<file path="src/rtl/core/lpg_pkg.sv">
package lpg_pkg;

    localparam int COORD_BITS = 9;
    localparam int ERR_BITS   = COORD_BITS + 2;
    localparam int COLOR_BITS = 16;

    typedef enum logic [0:0] {
        ACT_LOAD    = 1'b0,
        ACT_ADVANCE = 1'b1
    } lpg_action_t;

    typedef struct packed {
        lpg_action_t             action;
        logic [COORD_BITS-1:0]   start_x;
        logic [COORD_BITS-1:0]   start_y;
        logic [COORD_BITS-1:0]   end_x;
        logic [COORD_BITS-1:0]   end_y;
        logic [COLOR_BITS-1:0]   color;
    } lpg_cmd_t;

    typedef struct packed {
        logic [COORD_BITS-1:0]   pixel_x;
        logic [COORD_BITS-1:0]   pixel_y;
        logic [COLOR_BITS-1:0]   pixel_color;
        logic                    last_pixel;
    } lpg_pixel_t;

    typedef struct packed {
        logic                       steep;
        logic [COORD_BITS-1:0]      major_pos;
        logic [COORD_BITS-1:0]      major_end;
        logic [COORD_BITS-1:0]      minor_pos;
        logic                       minor_down;
        logic signed [ERR_BITS-1:0] error_term;
        logic [COORD_BITS-1:0]      major_span;
        logic [COORD_BITS-1:0]      minor_span;
    } lpg_line_t;

endpackage

</file>
<file path="src/rtl/core/lpg_setup.sv">
module lpg_setup (
    input  lpg_pkg::lpg_cmd_t  cmd,
    output lpg_pkg::lpg_line_t line
);
    import lpg_pkg::*;

    logic [COORD_BITS-1:0] dx;
    logic [COORD_BITS-1:0] dy;
    logic                  steep;
    logic [COORD_BITS-1:0] a_major;
    logic [COORD_BITS-1:0] a_minor;
    logic [COORD_BITS-1:0] b_major;
    logic [COORD_BITS-1:0] b_minor;
    logic                  swap;
    logic [COORD_BITS-1:0] lo_major;
    logic [COORD_BITS-1:0] hi_major;
    logic [COORD_BITS-1:0] lo_minor;
    logic [COORD_BITS-1:0] hi_minor;
    logic [COORD_BITS-1:0] span;

    always_comb
    begin
        dx = (cmd.end_x > cmd.start_x) ? (cmd.end_x - cmd.start_x) : (cmd.start_x - cmd.end_x);
        dy = (cmd.end_y > cmd.start_y) ? (cmd.end_y - cmd.start_y) : (cmd.start_y - cmd.end_y);
        steep = dy > dx;

        // swap axes for steep lines
        a_major = steep ? cmd.start_y : cmd.start_x;
        a_minor = steep ? cmd.start_x : cmd.start_y;
        b_major = steep ? cmd.end_y   : cmd.end_x;
        b_minor = steep ? cmd.end_x   : cmd.end_y;

        // order endpoints so the major coordinate rises
        swap     = a_major > b_major;
        lo_major = swap ? b_major : a_major;
        hi_major = swap ? a_major : b_major;
        lo_minor = swap ? b_minor : a_minor;
        hi_minor = swap ? a_minor : b_minor;

        span = hi_major - lo_major;

        line.steep      = steep;
        line.major_pos  = lo_major;
        line.major_end  = hi_major;
        line.minor_pos  = lo_minor;
        line.minor_down = !(lo_minor < hi_minor);
        line.major_span = span;
        line.minor_span = (hi_minor > lo_minor) ? (hi_minor - lo_minor) : (lo_minor - hi_minor);
        line.error_term = -$signed({2'b00, (span >> 1)});
    end

endmodule

</file>
<file path="src/rtl/core/line_pixel_generator.sv">
// Bresenham line rasterizer. A load transaction (action 0) sets up a line from two
// endpoints and a color and produces no pixel; each advance transaction (action 1)
// produces the next pixel of the line, with last_pixel set on the final one, after
// which advances are dropped until the next load. A load during a line restarts it.
// One command transaction can be taken every clock cycle while cmd_ready is high: the
// error and minor-axis update is a single add, compare and subtract done in the cycle of
// acceptance, and the pixel is registered into the output stage. A two-entry output
// stage holds pixels while the output is stalled; cmd_ready drops only when both entries
// are full, and rises again the cycle after one is taken.
module line_pixel_generator (
    input  logic                clk,
    input  logic                rst_n,
    input  logic                cmd_valid,
    output logic                cmd_ready,
    input  lpg_pkg::lpg_cmd_t   cmd,
    output logic                pixel_valid,
    input  logic                pixel_ready,
    output lpg_pkg::lpg_pixel_t pixel
);
    import lpg_pkg::*;

    lpg_line_t             setup_line;
    lpg_line_t             line_reg;
    lpg_line_t             line_next;
    logic                  busy_reg;
    logic                  busy_next;
    logic [COLOR_BITS-1:0] color_reg;
    logic [COLOR_BITS-1:0] color_next;

    logic                  out_valid_reg;
    lpg_pixel_t            out_reg;
    logic                  skid_valid_reg;
    lpg_pixel_t            skid_reg;

    logic                  cmd_fire;
    logic                  pix_pop;
    logic                  emit;
    logic                  last;
    lpg_pixel_t            new_pix;
    logic signed [ERR_BITS-1:0] err_sum;

    lpg_setup u_setup (
        .cmd  (cmd),
        .line (setup_line)
    );

    assign cmd_ready   = !skid_valid_reg;
    assign cmd_fire    = cmd_valid && cmd_ready;
    assign pix_pop     = out_valid_reg && pixel_ready;
    assign pixel_valid = out_valid_reg;
    assign pixel       = out_reg;

    assign last    = line_reg.major_pos == line_reg.major_end;
    assign err_sum = line_reg.error_term + $signed({2'b00, line_reg.minor_span});

    always_comb
    begin
        new_pix.pixel_x     = line_reg.steep ? line_reg.minor_pos : line_reg.major_pos;
        new_pix.pixel_y     = line_reg.steep ? line_reg.major_pos : line_reg.minor_pos;
        new_pix.pixel_color = color_reg;
        new_pix.last_pixel  = last;
    end

    // line state update
    always_comb
    begin
        line_next  = line_reg;
        busy_next  = busy_reg;
        color_next = color_reg;
        emit       = 1'b0;
        if (cmd_fire)
        begin
            unique case (cmd.action)
                ACT_LOAD:
                begin
                    line_next  = setup_line;
                    color_next = cmd.color;
                    busy_next  = 1'b1;
                end
                ACT_ADVANCE:
                begin
                    if (busy_reg)
                    begin
                        emit = 1'b1;
                        line_next.error_term = err_sum;
                        if (err_sum > 0)
                        begin
                            line_next.minor_pos = line_reg.minor_down
                                ? line_reg.minor_pos - 1'b1
                                : line_reg.minor_pos + 1'b1;
                            line_next.error_term = err_sum - $signed({2'b00, line_reg.major_span});
                        end
                        line_next.major_pos = line_reg.major_pos + 1'b1;
                        if (last)
                        begin
                            busy_next = 1'b0;
                        end
                    end
                end
                default:
                begin
                    busy_next = busy_reg;
                end
            endcase
        end
    end

    always_ff @(posedge clk or negedge rst_n)
    begin
        if (!rst_n)
        begin
            busy_reg  <= 1'b0;
            line_reg  <= '0;
            color_reg <= '0;
        end
        else
        begin
            busy_reg  <= busy_next;
            line_reg  <= line_next;
            color_reg <= color_next;
        end
    end

    // two-entry output stage
    always_ff @(posedge clk or negedge rst_n)
    begin
        if (!rst_n)
        begin
            out_valid_reg  <= 1'b0;
            skid_valid_reg <= 1'b0;
        end
        else if (skid_valid_reg)
        begin
            if (pix_pop)
            begin
                skid_valid_reg <= 1'b0;
            end
        end
        else if (emit)
        begin
            if (out_valid_reg && !pix_pop)
            begin
                skid_valid_reg <= 1'b1;
            end
            else
            begin
                out_valid_reg <= 1'b1;
            end
        end
        else if (pix_pop)
        begin
            out_valid_reg <= 1'b0;
        end
    end

    always_ff @(posedge clk)
    begin
        if (skid_valid_reg)
        begin
            if (pix_pop)
            begin
                out_reg <= skid_reg;
            end
        end
        else if (emit)
        begin
            if (out_valid_reg && !pix_pop)
            begin
                skid_reg <= new_pix;
            end
            else
            begin
                out_reg <= new_pix;
            end
        end
    end

    assert property (@(posedge clk) disable iff (!rst_n)
        skid_valid_reg |-> out_valid_reg)
        else $error("skid entry held without a pending output");

    assert property (@(posedge clk) disable iff (!rst_n)
        busy_reg |-> (line_reg.major_pos <= line_reg.major_end))
        else $error("major position passed line end");

    assert property (@(posedge clk) disable iff (!rst_n)
        busy_reg |-> (line_reg.error_term >= -$signed({2'b00, line_reg.major_span})
                      && line_reg.error_term <= $signed({3'b000, line_reg.major_span[COORD_BITS-1:1]})))
        else $error("error term out of range");

    assert property (@(posedge clk) disable iff (!rst_n)
        (cmd_fire && cmd.action == ACT_ADVANCE && busy_reg && last) |=> !busy_reg)
        else $error("line still active after final pixel");

    assert property (@(posedge clk) disable iff (!rst_n)
        (cmd_fire && cmd.action == ACT_ADVANCE && !busy_reg) |=> $stable(out_valid_reg) || $past(pix_pop))
        else $error("pixel produced while idle");

endmodule
</file>
<file path="config.mk">
export PLATFORM = sky130hd
export DESIGN_NAME = line_pixel_generator
export DESIGN_NICKNAME = d
export VERILOG_FILES = /design/src/rtl/core/lpg_pkg.sv /design/src/rtl/core/lpg_setup.sv /design/src/rtl/core/line_pixel_generator.sv
export SDC_FILE = /design/constraint.sdc
export NUM_CORES = 1
export LEC_CHECK = 0
export ABC_AREA = 1
export BUFFER_PORTS_ARGS = -buffer_cell sky130_fd_sc_hd__clkbuf_2
export CAP_MARGIN = 20
export CORE_UTILIZATION = 40
export CTS_CLUSTER_SIZE = 20
export DETAILED_ROUTE_END_ITERATION = 8
export SYNTH_ARGS = -nofsm -noshare
export SYNTH_HDL_FRONTEND = slang
export SYNTH_SLANG_ARGS = --single-unit
</file>
<file path="constraint.sdc">
create_clock -name clk -period 5.6 [get_ports clk]
set_clock_uncertainty 0.1 [all_clocks]
set_input_delay 0.84 -clock clk [delete_from_list [all_inputs] [get_ports clk]]
set_output_delay 0.84 -clock clk [all_outputs]
set_load 0.02 [all_outputs]
</file>
==> flow_summary_export.csv <==
group,metric,value,unit
clocking,h-tree-depth,4,
route,drtAntennaViolNets,0,
timing,drv_slew,0,
timing,fin_crit,7.13,ns
worst_setup_path,slowest_delay,0.35,ns
timing,max_freq,140,MHz
timing,maxSlewHeadroom,37.5,%
clocking,worstSkewPairLatency,0.44,ns
route,wirelength,33300,microns
floorplan,start_util,41.1,%
logic_synthesis,yosysWarnings,0,
route,viasPerCell,4.94,
clocking,clkSinkCount,147,
placed_design,gp_congestion,0.926,
worst_setup_path,crit_top_cell,"buf_4",
clocking,cts_tree,"done",
logic_synthesis,synth_edf_count,70,
clocking,cts_made_buffers,17,
run,drv_cap,0,
cells_and_area,layout_commonest_cell,"nand2_1",
logic_synthesis,yosysSeqAreaShare,36.0,%
worst_setup_path,cp.required,5.86,ns
worst_setup_path,arrival,7.39,ns
floorplan,die_y,169,microns
worst_setup_path,end_kind,"register",
logic_synthesis,syn_area_per_cell,7.63,sq um
placed_design,io_buffers,93,
placed_design,hpwl,24500,microns
run_status,violations,"setup timing",
logic_synthesis,async_reset_ff_share,52.4,%
logic_synthesis,yosysUniqueCellTypes,56,
clocking,ctsRootBufferMaster,"clkbuf_16",
timing,tightest_slew,0.937,ns
worst_setup_path,worstSetupPathType,"in -> reg",
logic_synthesis,syn_inst,1465,
route,post_drt_wl_per_cell,14.9,microns
worst_setup_path,critPathSlowestCell,"nor4_1",
cells_and_area,antenna_cells,0,
min_path,min_path_type,"in -> async",
cells_and_area,nFillCells,2373,
floorplan,die_w,169,microns
placed_design,numPlacedInstances,2147,
timing,period_share,127,%
cells_and_area,largest_register_ffs,58,
global_routing,grt.overflow.total,0,
timing,final.setup.worst_slack,-1.53,ns
clocking,path_clk_slew,0.07,ns
clocking,clockBufferDepth,2,
global_routing,grt_max_degree,78,
timing,setup_viol,54,
floorplan,dieArea,28600,sq um
worst_setup_path,worst-path-max-fanout,8,
worst_setup_path,worst_setup_path_start_kind,"input port",
route,via_count,11042,
route,firstDrtPassIters,5,
worst_setup_path,path_buf_inv,12,
cells_and_area,utilization,60.9,%
floorplan,num_rows,60,
logic_synthesis,ys.flop_type,"dfrtp_1",
timing,rsz0062_at_grt,"yes",
route,drc,0,
cells_and_area,drive_above_1_share,38.2,%
cells_and_area,syn_to_final_growth,48.0,%
timing,hold_viol,0,
global_routing,grtUsageTotal,23.2,%
worst_setup_path,cp_top_family,"simple AND/OR/NAND/NOR gates",
logic_synthesis,synth_nets,1627,
clocking,hold_buffers,0,
floorplan,core-area,27200,sq um
global_routing,grt_pass1_vias,10710,
global_routing,antenna_found_initial,0,
logic_synthesis,ys_ff_latch,147,
cells_and_area,final_nets,2013,
floorplan,io-pin-count,94,
cells_and_area,instances_no_fill,2236,
global_routing,grt_pass1_wl,53200,microns
logic_synthesis,syn-cell-area,11200,sq um
run_status,status,"finished with violations",
route,drt_iter0_drc,584,
cells_and_area,layout_common_cells,"391 x nand2_1, 272 x buf_4, 154 x inv_1",
-- timing repair --
| action | in CTS | in global routing |
|---|---|---|
| gates cloned | 6 | 0 |
| endpoints found under the setup margin | 55 | 56 |
| setup buffers | 35 | 17 |
| pin swaps | 55 | 64 |
| resized for setup | 211 | 104 |
-- through the flow --
stage	setup WS (ns)	hold slack [ns]	setup TNS [ns]	cell area [sq um]
finish	-1.53	0.120	-37.45	16500
global route	-1.90	0.106	-56.24	16500
CTS	-1.27	0.377	-24.27	16000
detailed placement	-2.40	0.358	-72.50	14200
global placement	-2.31	0.356	-67.24	14200
floorplan	-2.13	0.347	-38.74	11500
-- cell families after synthesis --
family | after synthesis | share of synthesized area, %
multiplexers | 6 | 0.537
AO/OA/AOI/OAI | 292 | 14.6
AND/OR/NAND/NOR | 633 | 24.2
XOR/XNOR | 55 | 4.38
flip-flops | 147 | 36.0
buffers and inverters | 227 | 7.88
adder cells (fa/ha/maj) | 105 | 12.4
-- Yosys cell counts (all sizes together), types with 10 or more instances --
| cell | n | area [sq um] |
|---|---|---|
| xnor2 | 16 | 140 |
| inv | 177 | 664 |
| clkbuf | 36 | 135 |
| nand3 | 52 | 283 |
| xor2 | 39 | 349 |
| edfxtp | 70 | 2100 |
| nand2 | 483 | 1930 |
| nor2 | 71 | 312 |
| ha | 96 | 1200 |
| o21ai | 149 | 753 |
| dfrtp | 77 | 1930 |
| a21oi | 85 | 429 |
| buf | 10 | 66.3 |
-- final cells by class --
class	instances	area (sq um)	share of cell area, %
Multi-Input combinational cell	1094	7600	45.9
Sequential cell	147	4030	24.4
Timing Repair Buffer	410	3150	19.1
Inverter	181	691	4.18
Tap cell	372	465	2.81
Clock buffer	17	425	2.57
Clock inverter	15	184	1.11
-- path summary, 6_finish.rpt --
kind / endpoint / slack (ns) / start / cells past startpoint
worst max-delay path: line_reg[3]$_DFFE_PN0P_ / -1.53 / cmd[27] / 43
worst min-delay path: color_reg[8]$_DFFE_PN0P_ / 0.12 / rst_n / 1
worst max register to register: line_reg[27]$_DFFE_PN0P_ / 1.56 / line_reg[0]$_DFFE_PN0P_ / 22
worst min register to register: skid_reg[1]$_DFFE_PP_ / 0.38 / color_reg[0]$_DFFE_PN0P_ / 0
max in group asynchronous: line_reg[7]$_DFFE_PN0P_ / 4.69 / rst_n / 2
min in group clk: skid_reg[1]$_DFFE_PP_ / 0.38 / color_reg[0]$_DFFE_PN0P_ / 0
-- routing by layer --
layer,global-route usage (%),up-vias,part of all wire (%)
met5,0,-,0
met1,29.8,5169,44
met3,2.64,46,3.6
li1,-,5578,-
met2,40.9,249,50
met4,7.13,0,2.3
-- worst reg2reg max path: stages (launching register included) --
cell and delay [ns]:
dfrtp_1 0.41, ha_1 0.24, fa_1 0.42, nand3_1 0.09, nand2_1 0.09, a21o_1 0.17, a21oi_1 0.20, nor2_1 0.06
o21ai_0 0.16, nand2_1 0.08, or2_2 0.27, nand2_1 0.06, inv_1 0.06, nor2_1 0.10, nand3_1 0.07, nand2_1 0.37
clkinv_1 0.39, nand2_1 0.15, nor2_1 0.06, o21ai_0 0.15, a21oi_1 0.06, nor2_1 0.10, a21oi_1 0.08
Power is not shown: default switching activity piles up to over one toggle a cycle in this logic, so the estimate is an artifact.
